File: src/sv/assert_macros.svh
// Assertion helpers for the thruster command decoder and mixer.
// No dependencies; expects clk and rst_n in the including scope.
`ifndef ASSERT_MACROS_SVH
`define ASSERT_MACROS_SVH

// Condition holds at every clock edge out of reset.
`define ASSERT_HOLDS(label, cond, msg) \
  label: assert property (@(posedge clk) disable iff (!rst_n) (cond)) else $error(msg);

// Consequent holds in the same cycle as the antecedent.
`define ASSERT_IMPLIES(label, ante, cons, msg) \
  label: assert property (@(posedge clk) disable iff (!rst_n) (ante) |-> (cons)) \
    else $error(msg);

// Consequent holds in the cycle after the antecedent.
`define ASSERT_NEXT(label, ante, cons, msg) \
  label: assert property (@(posedge clk) disable iff (!rst_n) (ante) |=> (cons)) \
    else $error(msg);

`endif

File: src/sv/tcdm_pkg.sv
// Shared types, codes and constants of the thruster command decoder and mixer.
// No dependencies.
package tcdm_pkg;

  localparam int FRAME_BYTES_DEF = 5;

  localparam logic [7:0] MARKER    = 8'h9A;
  localparam logic [7:0] SPEED_MAX = 8'd100;

  // Direction letters.
  localparam logic [7:0] CH_F = 8'h46;
  localparam logic [7:0] CH_B = 8'h42;
  localparam logic [7:0] CH_R = 8'h52;
  localparam logic [7:0] CH_L = 8'h4C;
  localparam logic [7:0] CH_U = 8'h55;
  localparam logic [7:0] CH_D = 8'h44;
  localparam logic [7:0] CH_X = 8'h58;
  localparam logic [7:0] CH_Y = 8'h59;
  localparam logic [7:0] CH_A = 8'h41;

  typedef enum logic [1:0] {
    STATUS_NODATA = 2'd0,
    STATUS_DONE   = 2'd1,
    STATUS_ERROR  = 2'd2
  } status_t;

  typedef enum logic [1:0] {
    ST_IDLE,
    ST_SCAN,
    ST_APPLY,
    ST_EMIT
  } state_t;

  typedef enum logic [1:0] {
    SEL_HOLD,
    SEL_POS,
    SEL_NEG,
    SEL_AUTO
  } motor_sel_t;

  typedef struct packed {
    logic       operation;
    logic [7:0] data_byte;
  } in_word_t;

  typedef struct packed {
    status_t           status;
    logic signed [7:0] motor_0;
    logic signed [7:0] motor_1;
    logic signed [7:0] motor_2;
    logic signed [7:0] motor_3;
    logic signed [7:0] motor_4;
    logic signed [7:0] motor_5;
    logic [5:0]        updated_mask;
  } out_word_t;

  // Sequencer controls seen by the buffer, mixer and output register.
  typedef struct packed {
    logic    busy;
    logic    apply;
    logic    clear;
    logic    emit;
    status_t status;
  } ctl_t;

  function automatic logic is_letter(input logic [7:0] c);
    return (c == CH_F) || (c == CH_B) || (c == CH_R) || (c == CH_L) ||
           (c == CH_U) || (c == CH_D) || (c == CH_X) || (c == CH_Y);
  endfunction

endpackage

File: src/sv/tcdm_scan.sv
// Frame scan sequencer: one buffered byte checked per cycle by one field checker.
// Depends on tcdm_pkg.
module tcdm_scan import tcdm_pkg::*; #(
  parameter int  FRAME_BYTES = FRAME_BYTES_DEF,
  localparam int IDX_W       = $clog2(FRAME_BYTES)
) (
  input  logic             clk,
  input  logic             rst_n,
  input  logic             start,
  input  logic             out_free,
  input  logic [7:0]       scan_byte,
  input  logic [7:0]       first_byte,
  output logic [IDX_W-1:0] scan_idx,
  output ctl_t             ctl,
  output logic [7:0]       held_dir,
  output logic [7:0]       held_speed
);

  localparam logic [IDX_W-1:0] IDX_LAST = IDX_W'(FRAME_BYTES - 1);

  state_t           state_r, state_nxt;
  logic [IDX_W-1:0] idx_r, idx_nxt;
  logic [7:0]       dir_r, dir_nxt;
  logic [7:0]       speed_r, speed_nxt;
  status_t          status_r, status_nxt;

  logic    is_mark, is_auto, is_last, field_bad, step_end;
  status_t step_status;

  // Field checker shared by every position of the frame.
  always_comb begin
    is_mark   = (scan_byte == MARKER);
    is_auto   = (first_byte == CH_A);
    is_last   = (idx_r == IDX_LAST);
    field_bad = idx_r[0] ? (scan_byte > SPEED_MAX) : !is_letter(scan_byte);
    step_end  = is_mark || (!is_auto && field_bad) || is_last;
    if (is_mark) begin
      step_status = (idx_r == '0) ? STATUS_NODATA : STATUS_DONE;
    end else if (!is_auto && field_bad) begin
      step_status = STATUS_ERROR;
    end else begin
      step_status = STATUS_DONE;
    end
  end

  // Next state.
  always_comb begin
    state_nxt = state_r;
    unique case (state_r)
      ST_IDLE:  if (start) state_nxt = ST_SCAN;
      ST_SCAN: begin
        if (step_end) state_nxt = (step_status == STATUS_DONE) ? ST_APPLY : ST_EMIT;
      end
      ST_APPLY: state_nxt = ST_EMIT;
      ST_EMIT:  if (out_free) state_nxt = ST_IDLE;
      default:  state_nxt = ST_IDLE;
    endcase
  end

  // Datapath updates; held fields survive a frame that fails later on.
  always_comb begin
    idx_nxt    = idx_r;
    dir_nxt    = dir_r;
    speed_nxt  = speed_r;
    status_nxt = status_r;
    if (state_r == ST_IDLE && start) begin
      idx_nxt = '0;
    end else if (state_r == ST_SCAN) begin
      if (!step_end) idx_nxt = idx_r + 1'b1;
      if (step_end) status_nxt = step_status;
      if (!is_mark && !is_auto && !field_bad) begin
        if (idx_r[0]) speed_nxt = scan_byte;
        else          dir_nxt   = scan_byte;
      end
      if (!is_mark && is_auto && is_last) dir_nxt = CH_A;
    end
  end

  // Outputs.
  always_comb begin
    ctl.busy   = (state_r != ST_IDLE);
    ctl.apply  = (state_r == ST_APPLY);
    ctl.clear  = (state_r == ST_APPLY) ||
                 (state_r == ST_SCAN && step_end && step_status == STATUS_ERROR);
    ctl.emit   = (state_r == ST_EMIT) && out_free;
    ctl.status = status_r;
  end

  always_ff @(posedge clk) begin
    if (!rst_n) begin
      state_r  <= ST_IDLE;
      idx_r    <= '0;
      dir_r    <= '0;
      speed_r  <= '0;
      status_r <= STATUS_NODATA;
    end else begin
      state_r  <= state_nxt;
      idx_r    <= idx_nxt;
      dir_r    <= dir_nxt;
      speed_r  <= speed_nxt;
      status_r <= status_nxt;
    end
  end

  assign scan_idx   = idx_r;
  assign held_dir   = dir_r;
  assign held_speed = speed_r;

endmodule

File: src/sv/tcdm_mix.sv
// Motor mixer: sign rules per move and the six held motor commands.
// Depends on tcdm_pkg.
module tcdm_mix import tcdm_pkg::*; (
  input  logic            clk,
  input  logic            rst_n,
  input  logic            apply,
  input  logic [7:0]      held_dir,
  input  logic [7:0]      held_speed,
  input  logic [3:0][7:0] auto_bytes,
  output logic [5:0][7:0] motor,
  output logic [5:0]      mask
);

  logic [5:0][7:0] motor_r, motor_nxt;
  logic [5:0]      mask_r, mask_nxt;
  motor_sel_t      sel [6];
  logic [7:0]      neg;
  logic [5:0][7:0] auto6;

  always_comb begin
    neg   = 8'd0 - held_speed;
    auto6 = {16'h0000, auto_bytes};
    for (int k = 0; k < 6; k++) sel[k] = SEL_HOLD;
    unique case (held_dir)
      CH_F: for (int k = 0; k < 4; k++) sel[k] = SEL_POS;
      CH_B: for (int k = 0; k < 4; k++) sel[k] = SEL_NEG;
      CH_U: begin sel[4] = SEL_POS; sel[5] = SEL_POS; end
      CH_D: begin sel[4] = SEL_NEG; sel[5] = SEL_NEG; end
      CH_R: begin
        sel[0] = SEL_POS; sel[1] = SEL_NEG; sel[2] = SEL_NEG; sel[3] = SEL_POS;
      end
      CH_L: begin
        sel[0] = SEL_NEG; sel[1] = SEL_POS; sel[2] = SEL_POS; sel[3] = SEL_NEG;
      end
      CH_X: begin
        sel[0] = SEL_POS; sel[1] = SEL_NEG; sel[2] = SEL_POS; sel[3] = SEL_NEG;
      end
      CH_Y: begin
        sel[0] = SEL_NEG; sel[1] = SEL_POS; sel[2] = SEL_NEG; sel[3] = SEL_POS;
      end
      CH_A: for (int k = 0; k < 4; k++) sel[k] = SEL_AUTO;
      default: ;
    endcase
  end

  always_comb begin
    motor_nxt = motor_r;
    mask_nxt  = mask_r;
    if (apply) begin
      for (int k = 0; k < 6; k++) begin
        mask_nxt[k] = (sel[k] != SEL_HOLD);
        case (sel[k])
          SEL_POS:  motor_nxt[k] = held_speed;
          SEL_NEG:  motor_nxt[k] = neg;
          SEL_AUTO: motor_nxt[k] = auto6[k];
          default:  motor_nxt[k] = motor_r[k];
        endcase
      end
    end
  end

  always_ff @(posedge clk) begin
    if (!rst_n) begin
      motor_r <= '0;
      mask_r  <= '0;
    end else begin
      motor_r <= motor_nxt;
      mask_r  <= mask_nxt;
    end
  end

  assign motor = motor_r;
  assign mask  = mask_r;

endmodule

File: src/sv/thruster_command_decoder_mixer.sv
// Thruster command decoder and mixer. Data words (operation 0) fill a frame buffer of
// FRAME_BYTES bytes, preset to the 0x9A marker; extra bytes are dropped. Each data word is
// taken while in_stall is low and yields no result. An end-of-frame word (operation 1)
// starts a scan: one field checker walks the buffer one byte per cycle up to the first
// marker, a bad field or the last byte, checking direction letters at even positions and
// speeds 0..100 at odd positions and updating the held direction and speed as it goes; an
// auto frame (first byte 0x41) skips the checks. An accepted frame then passes the apply
// state, where the mixer rewrites the motors selected by the held move, and the emit
// state, which loads the result register. The input stalls through the scan, apply and
// emit states; a previous result held by out_stall delays the load. Exactly one
// result word follows each end-of-frame word: status no-data, done or error, the six held
// motor commands and a mask of the motors this frame wrote (zero unless done). Done and
// error refill the buffer with the marker; an empty frame leaves it as it is. The result
// register lets new data words in while a result waits on out_stall.
// Depends on tcdm_pkg, tcdm_scan, tcdm_mix and assert_macros.svh.
`include "assert_macros.svh"

module thruster_command_decoder_mixer import tcdm_pkg::*; #(
  parameter int FRAME_BYTES = FRAME_BYTES_DEF
) (
  input  logic      clk,
  input  logic      rst_n,
  input  logic      in_valid,
  output logic      in_stall,
  input  in_word_t  in_data,
  output logic      out_valid,
  input  logic      out_stall,
  output out_word_t out_data
);

  localparam int IDX_W = $clog2(FRAME_BYTES);
  localparam int CNT_W = $clog2(FRAME_BYTES + 1);

  logic [7:0]       buf_r [FRAME_BYTES];
  logic [CNT_W-1:0] count_r;
  logic             out_valid_r;
  out_word_t        out_data_r;

  logic             in_fire, eof_fire, data_fire, out_free;
  ctl_t             ctl;
  logic [IDX_W-1:0] scan_idx;
  logic [7:0]       held_dir, held_speed;
  logic [3:0][7:0]  auto_bytes;
  logic [5:0][7:0]  motor;
  logic [5:0]       mask;

  assign in_stall  = ctl.busy;
  assign in_fire   = in_valid && !in_stall;
  assign eof_fire  = in_fire && in_data.operation;
  assign data_fire = in_fire && !in_data.operation;
  assign out_free  = !out_valid_r || !out_stall;

  // Auto frames read bytes 1..4; positions past the buffer read as the marker.
  for (genvar k = 0; k < 4; k++) begin : g_auto
    if (k + 1 < FRAME_BYTES) begin : g_in
      assign auto_bytes[k] = buf_r[k+1];
    end else begin : g_past
      assign auto_bytes[k] = MARKER;
    end
  end

  tcdm_scan #(.FRAME_BYTES(FRAME_BYTES)) u_scan (
    .clk        (clk),
    .rst_n      (rst_n),
    .start      (eof_fire),
    .out_free   (out_free),
    .scan_byte  (buf_r[scan_idx]),
    .first_byte (buf_r[0]),
    .scan_idx   (scan_idx),
    .ctl        (ctl),
    .held_dir   (held_dir),
    .held_speed (held_speed)
  );

  tcdm_mix u_mix (
    .clk        (clk),
    .rst_n      (rst_n),
    .apply      (ctl.apply),
    .held_dir   (held_dir),
    .held_speed (held_speed),
    .auto_bytes (auto_bytes),
    .motor      (motor),
    .mask       (mask)
  );

  // Frame buffer and fill count: clear to the marker on done or error, append otherwise.
  always_ff @(posedge clk) begin
    if (!rst_n) begin
      count_r <= '0;
      for (int i = 0; i < FRAME_BYTES; i++) buf_r[i] <= MARKER;
    end else begin
      if (ctl.clear) begin
        for (int i = 0; i < FRAME_BYTES; i++) buf_r[i] <= MARKER;
      end else if (data_fire && count_r < CNT_W'(FRAME_BYTES)) begin
        buf_r[count_r[IDX_W-1:0]] <= in_data.data_byte;
      end
      if (eof_fire) begin
        count_r <= '0;
      end else if (data_fire && count_r < CNT_W'(FRAME_BYTES)) begin
        count_r <= count_r + 1'b1;
      end
    end
  end

  // Result register: load on emit, drop once taken.
  always_ff @(posedge clk) begin
    if (!rst_n) begin
      out_valid_r <= 1'b0;
    end else if (ctl.emit) begin
      out_valid_r <= 1'b1;
    end else if (out_valid_r && !out_stall) begin
      out_valid_r <= 1'b0;
    end
  end

  always_ff @(posedge clk) begin
    if (ctl.emit) begin
      out_data_r.status       <= ctl.status;
      out_data_r.motor_0      <= $signed(motor[0]);
      out_data_r.motor_1      <= $signed(motor[1]);
      out_data_r.motor_2      <= $signed(motor[2]);
      out_data_r.motor_3      <= $signed(motor[3]);
      out_data_r.motor_4      <= $signed(motor[4]);
      out_data_r.motor_5      <= $signed(motor[5]);
      out_data_r.updated_mask <= (ctl.status == STATUS_DONE) ? mask : 6'd0;
    end
  end

  assign out_valid = out_valid_r;
  assign out_data  = out_data_r;

  `ASSERT_IMPLIES(a_mask_only_on_done,
    out_valid && out_data.status != STATUS_DONE, out_data.updated_mask == 6'd0,
    "motor mask set on a frame that was not accepted")
  `ASSERT_HOLDS(a_count_bound, count_r <= CNT_W'(FRAME_BYTES),
    "fill count ran past the frame buffer")
  `ASSERT_NEXT(a_eof_blocks_input, in_valid && !in_stall && in_data.operation, in_stall,
    "input not held during frame scan")

endmodule
File: config.mk
export PLATFORM = sky130hd
export DESIGN_NAME = thruster_command_decoder_mixer
export DESIGN_NICKNAME = d
export VERILOG_FILES = /design/src/sv/tcdm_pkg.sv /design/src/sv/tcdm_scan.sv /design/src/sv/tcdm_mix.sv /design/src/sv/thruster_command_decoder_mixer.sv
export VERILOG_INCLUDE_DIRS = /design/src /design/src/sv
export SDC_FILE = /design/constraint.sdc
export NUM_CORES = 1
export LEC_CHECK = 0
export BUFFER_PORTS_ARGS = -buffer_cell sky130_fd_sc_hd__buf_2
export CORE_UTILIZATION = 55
export DETAILED_ROUTE_END_ITERATION = 10
export GPL_TIMING_DRIVEN = 0
export HOLD_SLACK_MARGIN = 0.06
export PLACE_DENSITY_LB_ADDON = 0.05
export SETUP_SLACK_MARGIN = 0.3
export SLEW_MARGIN = 40
export SYNTH_ARGS = -nofsm -noshare
export SYNTH_HDL_FRONTEND = slang
export SYNTH_SLANG_ARGS = --single-unit
File: constraint.sdc
create_clock -name clk -period 8.3 [get_ports clk]
set_input_delay 0.415 -clock clk [delete_from_list [all_inputs] [get_ports clk]]
set_output_delay 0.415 -clock clk [all_outputs]
set_load 0.03 [all_outputs]
After elaboration in Yosys (flattened, before gate mapping)
Memories as Yosys holds them, arrays and structs flattened. A register that Yosys moved wholly into a read port is not among the register bits.
Index checks and enable logic that the tools add are counted.

storage, ports and cells
  logic and storage cells = 188
  input bits = 13
  bits in registers = 137
  RAM bits = 40
  output and inout bits = 58
  memories kept = 1

cells by class
  bitwise operators = 8
  equal/unequal tests = 48
  $lt $le $gt $ge = 2
  add/sub/neg operators = 3
  reduce and logical (&&, ||, !) cells = 64
  mux-type cells = 40

memory list
  name   words  bits a word  rd ports  clocked after memory_dff  write ports  line                                  source
  buf_r  5      8            6         1                         5            thruster_command_decoder_mixer.sv:34  logic [7:0] buf_r [FRAME_BYTES];

operators by type and width
  operator                                                       count
  == test 8 x 7 -> 1 bit, second input constant                  18
  case mux 8 bit (3 select lines)                                6
  2-to-1 mux 8 bit                                               9
  case mux 8 bit (7 select lines)                                1
  == test 2 bit, second input constant                           15
  == test 2 x 1 -> 1 bit, second input constant                  9
  nonzero test 2 bit                                             9
  nonzero test 3 bit                                             6
  logical AND 1 bit                                              14
  2-to-1 mux 1 bit                                               14
  AND reduction 2 bit                                            7
  logical OR 1 bit                                               11
  2-to-1 mux 2 bit                                               5
  2-to-1 mux 3 bit                                               3
  == test 8 bit, second input constant                           1
  greater-than comparator 8 x 7 -> 1 bit, second input constant  1
  zero test 1 bit                                                8
  case mux 2 bit (4 select lines)                                1
  case mux 4 bit (2 select lines)                                1
  AND reduction 4 bit                                            2
  OR reduction 8 bit                                             1
  subtractor 1 x 8 -> 8 bit, first input constant                1
  adder 3 x 1 -> 3 bit, second input constant                    2
  != test 2 x 1 -> 1 bit, second input constant                  3
  other kinds (9)                                                17

Longest topological paths before layout
Gate-level depths: netlist of run 1.

  depth in word-level cells = 21
  depth in mapped cells = 13
  gate-level depth less buffers = 9

By module
From an unflattened synthesis of run 1, not the netlist that was laid out.

unflattened totals
  cell total of the unflattened synthesis = 742
  area total of the unflattened synthesis = 8899.8 µm²

by module, submodules not included
  module                          instances  area an instance (µm²)  cells an instance  seq. area each (µm²)
  thruster_command_decoder_mixer  1          4688.2                  249                3683.5
  tcdm_mix                        1          2914.0                  347                900.9
  tcdm_scan                       1          1297.5                  146                460.4

Worst setup path before layout of run 1
OpenSTA, ideal clock, no wires.

  path kind = register to register
  from = register u_scan.state_r[0]
  to = register out_data_r (netlist bit out_data[0]) (enable)
  setup slack = 3.764 ns
  arrival time = 4.013 ns
  buffers on the path = 0
  cell stages (with the launch flop) = 3
  setup time = 0.523 ns
  required time = 7.777 ns
  period minus slack after synthesis = 4.536 ns
  cells stage by stage = dfxtp_1 > ha_1 > a21boi_0

RTL lines
  item                    line                                  source
  start, declared         tcdm_scan.sv:21                       state_t state_r, state_nxt;
  start signal, assigned  tcdm_scan.sv:97                       state_r <= state_nxt;
  end, declared           thruster_command_decoder_mixer.sv:37  out_word_t out_data_r;

==> summary.md, run 1 <==
| Metric | Value |
|---|---|
| CTS Buffer Depth | 2 |
| Chip width | 126.7 um |
| Depth of the worst register-to-register path | 13 |
| Achievable frequency | 0.2531 GHz |
| Cells after DPL | 1,032 |
| Slew HR | 0.4471 |
| Via count | ~6,500 |
| Routed len/inst | just over 20 um |
| Worst r2r dst | buf_r[0][5]$_SDFFCE_PN0P_ |
| HPWL after detailed placement | 15,910 um |
| Initial Utilization | 0.5625 |
| RePlAce Congestion | ~0.90 |
| FP Rows | 45 |
| # fillers | around 1,200 |
| Root Buffer | clkbuf_16 |
| CTS tree | built |
| Status | completed |
| GRT Total Usage | 0.2831 |
| GRT overflow | 0 |
| Die ar. | approximately 0.016 mm2 |
| Min Tclk post-route | 3.951 ns |
| Post CTS Setup Buffer Count | 0 |
| CTS Hold Bufs | 0 |
| Worst-path fanout max | 10 |
| Worst setup path end | buf_r[0][5]$_SDFFCE_PN0P_ |
| Synth-to-layout area growth | 15.35% |
| Reg2Reg Setup Slack | around 4.3 ns |
| Final Util | 0.6488 |
| First-pass GRT wire length | ~34,000 um |
| Clock H-tree levels | 4 |
| Arr. time, crit path | ~4.1 ns |
| Most used DFF post-synth | edfxtp_1 |
| Sequential area share after synthesis | 0.5654 |
| Crit share post-route | 0.4761 |
| Ys Warns | 0 |
| Peak supply drop | 0.0001403 V |
| CP Data Required Time | between 8 and 9 ns |
| Post-cts sizing count | 0 |
| Synth Cell Area | 0.008551 mm2 |
| Drt initial violations | around 560 |
| Number of antenna diodes | 0 |
| Post-route DRC | 0 |
| Most common cell after layout, fill and taps aside | edfxtp_1 |
| Max-cap violations | 0 |
| CTS Sinks | 186 |
| Die Y | about 130 um |
| Post-synthesis cell count | 749 |
| Layout cells sized above 1 | 0.1792 |
| Post-synthesis cell type count | between 50 and 60 |
| Leak | between 3 and 4 nW |
| Clock skew | ~0.0090 ns |
| Core area | 0.01520 mm2 |
| DRT Pass-1 Iters | 6 |
| Final Max Slew Viols | 0 |
| Buffers added on ports | 70 |
| Setup WS pre-CTS | 4.425 ns |
| Syn_area_per_cell | around 11 um2 |
| Pwr Density | a little under 200 mW/mm2 |
| Final setup viols | 0 |
| Number of enable flip-flop cells after synthesis | between 100 and 150 |
| Ys async rst share | 0 |
| Largest net degree at the start of global routing | 20 |
| Post-Layout Cell Count | ~1,100 |
| Via/cell ratio | approximately 6.1 |
| Nets | just under 900 |
| WL final | 21,680 um |
| Via count of the first global-routing pass | around 6,000 |
| Num CTS Buffers | 17 |
| Synthesized flop and latch total | about 190 |
| Post-route ant nets | 0 |
| CTS clock-pin slew for the worst setup and hold paths | roughly 0.07 ns |
| I/O Pins | 71 |
| RSZ-0062 raised after global routing | false |
| Worst setup margin | about 4.3 ns |
| WS Path Type | flop to flop |
| Worst Setup End Kind | flop |
| Initial antenna violation count | 0 |
| Worst-Margin Slew | about 0.82 ns |
| Total Neg Setup Slack | 0 ns |
| Final hold violations | 0 |
| Worst hold path type | input pin to flop |
| Worst Setup Start Kind | flop |
| Most frequent cells in the layout | edfxtp_1, buf_2, dfxtp_1 |
| Clock Latency Late Sink | between 0.4 and 0.5 ns |
[how the worst min path moves through the flow]
stage	start	slack [ns]	to	cells past startpoint
floorplan	u_mix.motor[40]$_SDFFE_PN0P_	0.41	out_data[14]$_DFFE_PP_	0
global placement	u_mix.motor[21]$_SDFFE_PN0P_	0.42	out_data[35]$_DFFE_PP_	0
detailed placement	u_mix.motor[27]$_SDFFE_PN0P_	0.42	out_data[25]$_DFFE_PP_	0
CTS	in_data[0]	0.24	buf_r[7][0]$_DFFE_PP_	1
global route	in_data[0]	0.25	buf_r[7][0]$_DFFE_PP_	1
finish	in_data[0]	0.24	buf_r[7][0]$_DFFE_PP_	1
[critical path, cell delays in order, from the launching register on]
cell      delay (ns)
dfxtp_1         0.31
buf_2           0.24
buf_2           0.30
clkbuf_1        0.38
nor4b_1         0.42
a21oi_1         0.15
a211oi_1        0.30
nand4_1         0.28
nand2_1         0.20
o21bai_1        0.15
and3_1          0.23
buf_6           0.16
buf_2           0.22
nand2_1         0.27
[cell usage after synthesis, drive strengths merged (16+ instances only)]
cell type  count  area (um2)
o211a         30       300.3
nor2          57       214.0
nand3         25       125.1
edfxtp       111        3333
mux4          16       360.4
dfxtp         75        1501
nor2b         16       100.1
and3          25       156.4
buf           19       142.6
o21ai         18       90.09
a22oi         21       157.7
nand2         61       229.0
clkbuf        43       161.4
a21oi         32       160.2
nand3b        21       157.7
[cell type report]
type                    instances  area (um2)  area share
flip-flops and latches        186        4835      0.4902
multi-input cells             510        3477      0.3525
clock buffers                  19       452.9     0.04592
repair buffers                 72       380.4     0.03856
plain buffers                  62       304.0     0.03083
well taps                     188       235.2     0.02385
clock inverters                13       126.4     0.01281
inverters                      14       52.55    0.005328
[state kept, by name, indices dropped and copies added, names as in the netlist, named ones only]
register	count
u_scan.scan_idx	3
buf_r	64
u_mix.mask	5
out_data	47
u_scan.held_speed	8
u_scan.status_r	2
u_scan.held_dir	8
u_scan.state_r	2
count_r	3
u_mix.motor	40
out_valid	1
[power by group]
part | total, mW | internal (mW) | switching [mW]
registers | 1.03 | 1.01 | 0.0234
logic | 0.132 | 0.0438 | 0.0886
clock network | 0.790 | 0.414 | 0.377
[kinds of logic after synthesis]
group	share of synthesized area
compound gates	0.1393
flops	0.5654
simple gates	0.1690
buf+inv	0.04170
fa+ha+maj	0.01171
other cells	0.0004386
mux	0.06424
xor+xnor	0.008195
[per-layer routing]
metal  GRT usage  up-vias  share of wire
li1            -     3011              -
met1      0.3794     3146           0.43
met2      0.4621      265           0.48
met3     0.04513       48          0.061
met4      0.1176        0          0.029
met5           0        -              0
[metrics by stage]
stage	total power, mW	area [um2]	hold slack, ns
finish	1.955	9863	0.2446
global route	2.017	9863	0.2518
CTS	1.962	9852	0.2393
detailed placement	1.183	9273	0.4202
global placement	1.179	9223	0.4179
floorplan	1.131	8637	0.4076
Power figures use the tool's default switching activity.
==> run 2, diff against run 1 <==
==> constraint.sdc (replaced) <==
create_clock -name clk -period 3.7 [get_ports clk]
set_input_delay 0.185 -clock clk [delete_from_list [all_inputs] [get_ports clk]]
set_output_delay 0.185 -clock clk [all_outputs]
set_load 0.03 [all_outputs]
==> summary.md, run 2 (synthesis gave the netlist of run 1 again) <==
| Metric | Value |
|---|---|
| Status | completed (unchanged) |
| Clock skew | 0.01126 ns (was 0.009042 ns) |
| Worst-Margin Slew | 0.8194 ns (was 0.8230 ns) |
| Die Y | 126.7 um (unchanged) |
| Cells after DPL | 1,032 (unchanged) |
| Worst Setup End Kind | flop (unchanged) |
| Crit share post-route | 0.9001 (was 0.4761) |
| Achievable frequency | 0.3003 GHz (was 0.2531 GHz) |
| CTS tree | built (unchanged) |
| Root Buffer | clkbuf_16 (unchanged) |
| I/O Pins | 71 (unchanged) |
| Number of antenna diodes | 0 (unchanged) |
| Reg power frac | 0.522 (was 0.528) |
| Slew HR | 0.4496 (was 0.4471) |
| Final Util | 0.6673 (was 0.6488) |
| Min Hold Slack | 0.1621 ns (was 0.2446 ns) |
| Initial Utilization | 0.5625 (unchanged) |
| FP Rows | 45 (unchanged) |
| CTS Sinks | 186 (unchanged) |
| Leak | 3.841 nW (was 3.725 nW) |
| Synth-to-layout area growth | 18.64% (was 15.35%) |
| Sw power | 1.089 mW (was 0.4884 mW) |
| GRT overflow | 0 (unchanged) |
| Routed len/inst | 20.28 um (was 20.37 um) |
| Via count | 6,536 (was 6,470) |
| Largest net degree at the start of global routing | 20 (unchanged) |
| FF+latch area | 0.004840 mm2 (was 0.004835 mm2) |
| Drt initial violations | 546 (was 555) |
| Via count of the first global-routing pass | 6,137 (was 6,027) |
| WL final | 21,960 um (was 21,680 um) |
| Switching Share | 0.2454 (was 0.2498) |
| Layout cells sized above 1 | 0.2000 (was 0.1792) |
| Multi-input gate area | 0.003552 mm2 (was 0.003477 mm2) |
| Min Tclk post-route | 3.330 ns (was 3.951 ns) |
| Post-route DRC | 0 (unchanged) |
| Post-route ant nets | 0 (unchanged) |
| GRT Total Usage | 0.2889 (was 0.2831) |
| Internal power | 3.349 mW (was 1.467 mW) |
| Clk network pwr share | 0.403 (was 0.404) |
| Final Max Slew Viols | 0 (unchanged) |
| Total Neg Setup Slack | 0 ns (unchanged) |
| Final setup viols | 0 (unchanged) |
| Die ar. | 0.01605 mm2 (unchanged) |
| Num CTS Buffers | 17 (unchanged) |
| Clock Latency Late Sink | 0.44 ns (about the same) |
| Initial antenna violation count | 0 (unchanged) |
| Chip width | 126.7 um (unchanged) |
| Worst hold path type | input pin to flop (unchanged) |
| RSZ-0062 raised after global routing | false (unchanged) |
| Worst min-delay path startpoint | in_valid (was in_data[0]) |
| # fillers | 1,191 (was 1,211) |
| Largest Register | buf_r (unchanged) |
| Peak supply drop | 0.0003522 V (was 0.0001403 V) |
| CP Data Required Time | 3.80 ns (was 8.41 ns) |
| CTS Buffer Depth | 2 (unchanged) |
| Post-Layout Cell Count | 1,083 (was 1,064) |
| Core area | 0.01520 mm2 (unchanged) |
| Worst Setup Start Kind | flop (unchanged) |
| HPWL after detailed placement | 16,070 um (was 15,910 um) |
| Via/cell ratio | 6.035 (was 6.081) |
| DRT Pass-1 Iters | 6 (unchanged) |
| CTS clock-pin slew for the worst setup and hold paths | 0.07 ns (about the same) |
| Worst-path fanout max | 10 (unchanged) |
| Buffers added on ports | 70 (unchanged) |
| Worst setup margin | 0.3695 ns (was 4.349 ns) |
| Most common cell after layout, fill and taps aside | edfxtp_1 (unchanged) |
| Most frequent cells in the layout | edfxtp_1, dfxtp_1, buf_2 (was edfxtp_1, buf_2, dfxtp_1) |
| Setup WS pre-CTS | -0.1915 ns (was 4.425 ns) |
| WS Path Type | flop to flop (unchanged) |
| Nets | 903 (was 884) |
| Arr. time, crit path | 3.43 ns (was 4.06 ns) |
| Final hold violations | 0 (unchanged) |
| RePlAce Congestion | 0.9103 (was 0.8967) |
| Clock H-tree levels | 4 (unchanged) |
| Max-cap violations | 0 (unchanged) |
| Pwr Density | 437.5 mW/mm2 (was 198.2 mW/mm2) |
| Max reg flops | 64 (unchanged) |
| Gate power share | 0.075 (was 0.068) |
| First-pass GRT wire length | 34,170 um (was 33,690 um) |
-- run 2: power by group through the flow --
stage / combinational (mW) / clock (mW) / sequential [mW]
2_1_floorplan: 0.183 / 0 / 2.35
3_3_place_gp: 0.284 / 0 / 2.36
3_5_place_dp: 0.294 / 0 / 2.36
4_1_cts: 0.316 / 1.81 / 2.31
5_1_grt: 0.359 / 1.90 / 2.32
6_report: 0.332 / 1.79 / 2.32
-- run 2: what timing repair did --
item | CTS | global route
gates resized for setup | 23 | 6
buffers inserted | 2 | 8
pin swaps | 2 | 3
endpoints found under the hold margin | 25 | 0
hold buffers | 9 | 0
setup endpoints to repair | 95 | 76
-- run 2: path summary, 6_finish.rpt --
check                                                 endpoint  slack, ns  cells past startpoint
worst max-delay path                 buf_r[2][2]$_SDFFCE_PN0P_       0.37                     11
worst min-delay path            u_scan.state_r[1]$_SDFFE_PN0P_       0.16                      3
worst max register to register       buf_r[2][2]$_SDFFCE_PN0P_       0.37                     11
worst min register to register          out_data[53]$_DFFE_PP_       0.44                      0
-- run 2: metrics by stage --
stage	instance area, um2	power, mW
global placement	9226	2.644
finish	10140	4.438
CTS	10040	4.443
floorplan	8641	2.537
detailed placement	9273	2.656
global route	10140	4.575
-- run 2: area by class of cell --
class | instances | area share
Sequential cell | 186 | 0.4771
Multi-Input combinational cell | 510 | 0.3501
Timing Repair Buffer | 91 | 0.05501
Clock buffer | 19 | 0.04366
Buffer | 62 | 0.03268
Tap cell | 188 | 0.02319
Clock inverter | 13 | 0.01307
Inverter | 14 | 0.005180
-- run 2: layer usage --
metal	wire length, um	up-vias	global-route usage
li1	-	3065	-
met1	9166	3183	0.3686
met3	1455	43	0.06200
met5	0	-	0
met4	609	0	0.1022
met2	10730	245	0.4891
-- run 2: worst max-delay path: stages (launching register included) --
cell      delay (ns)
dfxtp_4         0.39
buf_12          0.14
mux4_2          0.51
mux2_4          0.31
and4b_1         0.19
or4_4           0.45
a211oi_4        0.23
o21bai_1        0.11
and3_4          0.22
buf_6           0.14
buf_6           0.14
o21ai_4         0.15
==> run 3, diff against run 2 <==
==> constraint.sdc (replaced) <==
create_clock -name clk -period 3.7 [get_ports clk]
set_input_delay 0.74 -clock clk [delete_from_list [all_inputs] [get_ports clk]]
set_output_delay 0.74 -clock clk [all_outputs]
set_load 0.03 [all_outputs]
==> summary.md, run 3 (synthesis gave the netlist of run 1 again) <==
| Metric | Value |
|---|---|
| Min Hold Slack | 0.4325 ns (was 0.1621 ns) |
| CP top delay family | simple AND/OR/NAND/NOR gates (unchanged) |
| Max-cap violations | 0 (unchanged) |
| GRT Total Usage | 0.2848 (was 0.2889) |
| Num CTS Buffers | 17 (unchanged) |
| Crit path cell chain | buf_12 -> mux4_2 -> mux2_4 -> and4b_1 -> or4_4 -> a211oi_4 -> o21bai_1 -> and3_1 -> buf_6 -> buf_6 -> o21ai_4 (was buf_12 -> mux4_2 -> mux2_4 -> and4b_1 -> or4_4 -> a211oi_4 -> o21bai_1 -> and3_4 -> buf_6 -> buf_6 -> o21ai_4) |
| Largest net degree at the start of global routing | 20 (unchanged) |
| Die Y | 126.7 um (unchanged) |
| RePlAce Congestion | 0.9077 (was 0.9103) |
| Clock skew | 0.008169 ns (was 0.01126 ns) |
| Peak supply drop | 0.0003288 V (was 0.0003522 V) |
| Routed len/inst | 20.51 um (was 20.28 um) |
| Number of antenna diodes | 0 (unchanged) |
| Core area | 0.01520 mm2 (unchanged) |
| Final Max Slew Viols | 0 (unchanged) |
| Layout cells sized above 1 | 0.2018 (was 0.2000) |
| Most used cell, CP | buf_6 (unchanged) |
| Final setup viols | 0 (unchanged) |
| # fillers | 1,196 (was 1,191) |
| Via count | 6,396 (was 6,536) |
| Largest Register | buf_r (unchanged) |
| WS Path Type | flop to flop (unchanged) |
| CTS Buffer Depth | 2 (unchanged) |
| Chip width | 126.7 um (unchanged) |
| Max reg flops | 64 (unchanged) |
| Synth-to-layout area growth | 17.47% (was 18.64%) |
| Crit path buffers/inverters | 3 (unchanged) |
| Worst-Margin Slew | 0.8083 ns (was 0.8194 ns) |
| Post-route DRC | 0 (unchanged) |
| Final Util | 0.6607 (was 0.6673) |
| Clock Latency Late Sink | 0.44 ns (about the same) |
| RSZ-0062 raised after global routing | false (unchanged) |
| Most frequent cells in the layout | edfxtp_1, buf_2, dfxtp_1 (was edfxtp_1, dfxtp_1, buf_2) |
| HPWL after detailed placement | 15,950 um (was 16,070 um) |
| Worst Setup Start Kind | flop (unchanged) |
| Buffers added on ports | 70 (unchanged) |
| Status | completed (unchanged) |
| DRT Pass-1 Iters | 5 (was 6) |
| Worst hold path type | flop to flop (was input pin to flop) |
| Clock H-tree levels | 4 (unchanged) |
| Nets | 895 (was 903) |
| I/O Pins | 71 (unchanged) |
| Arr. time, crit path | 3.40 ns (was 3.43 ns) |
| Crit share post-route | 0.8918 (was 0.9001) |
| FF+latch area | 0.004840 mm2 (unchanged) |
| Drt initial violations | 560 (was 546) |
| CTS clock-pin slew for the worst setup and hold paths | 0.07 ns (about the same) |
| CP max stage delay | 0.49 ns (was 0.51 ns) |
| Initial Utilization | 0.5625 (unchanged) |
| First-pass GRT wire length | 33,850 um (was 34,170 um) |
| Achievable frequency | 0.3031 GHz (was 0.3003 GHz) |
| Multi-input gate area | 0.003547 mm2 (was 0.003552 mm2) |
| Final hold violations | 0 (unchanged) |
| Slew HR | 0.4570 (was 0.4496) |
| Slowest cell on the critical path | mux4_2 (unchanged) |
| Via count of the first global-routing pass | 5,983 (was 6,137) |
| CTS Hold Bufs | 0 (was 9) |
| Worst Setup End Kind | flop (unchanged) |
| FP Rows | 45 (unchanged) |
| Most common cell after layout, fill and taps aside | edfxtp_1 (unchanged) |
| GRT overflow | 0 (unchanged) |
| Min Tclk post-route | 3.300 ns (was 3.330 ns) |
| WL final | 22,050 um (was 21,960 um) |
| CTS tree | built (unchanged) |
| Pwr Density | 440.7 mW/mm2 (was 437.5 mW/mm2) |
| Post-route ant nets | 0 (unchanged) |
| Via/cell ratio | 5.950 (was 6.035) |
| CP Data Required Time | 3.80 ns (about the same) |
| Root Buffer | clkbuf_16 (unchanged) |
| CTS Sinks | 186 (unchanged) |
| Worst-path fanout max | 10 (unchanged) |
| Leak | 3.815 nW (was 3.841 nW) |
| Die ar. | 0.01605 mm2 (unchanged) |
| Initial antenna violation count | 0 (unchanged) |
==> run 3: area by class of cell <==
| class | count | share of cell area |
|---|---|---|
| sequential | 186 | 0.4818 |
| clock inverter | 14 | 0.01246 |
| timing repair buffer | 83 | 0.04609 |
| tap | 188 | 0.02342 |
| inverter | 14 | 0.005232 |
| buffer | 62 | 0.03301 |
| multi-input combinational | 510 | 0.3531 |
| clock buffer | 18 | 0.04484 |
==> run 3: through the flow <==
step                      cells  area [um2]  setup TNS, ns  setup slack (ns)  total power [mW]
final                      1075       10040              0            0.4004             4.427
after global routing       1075       10040              0            0.3076             4.544
after CTS                  1066        9930              0            0.3091             4.421
after detailed placement   1032        9273         -3.293           -0.1525             2.653
after global placement     1030        9230         -2.414           -0.1422             2.642
after floorplan             772        8645              0            0.3666             2.537
==> run 3: metal layers <==
layer | routed length (um) | GRT usage
met1 | 9633 | 0.3820
met2 | 10790 | 0.4712
met3 | 1179 | 0.04344
met4 | 449 | 0.1071
met5 | 0 | 0
==> run 3: what timing repair did <==
action	in CTS	in global routing
resized for setup	20	7
pin swaps	2	4
endpoints found under the hold margin	0	0
setup endpoints to repair	94	90
setup buffers	2	9
==> run 3: final timing paths <==
check / start / to / slack (ns) / cells after the start
hold reg to reg: u_mix.motor[4]$_SDFFE_PN0P_ / out_data[50]$_DFFE_PP_ / 0.43 / 0
setup / recovery: flop / buf_r[2][5]$_SDFFCE_PN0P_ / 0.40 / 11
setup reg to reg: flop / buf_r[2][5]$_SDFFCE_PN0P_ / 0.40 / 11
hold / removal: u_mix.motor[4]$_SDFFE_PN0P_ / out_data[50]$_DFFE_PP_ / 0.43 / 0
==> run 3: power by group <==
group	leakage (nW)	total [mW]	switching (mW)	internal (mW)
clock	0.284	1.79	0.863	0.929
combinational	1.96	0.318	0.208	0.110
sequential	1.57	2.32	0.0545	2.26
total	3.82	4.43	1.13	3.30
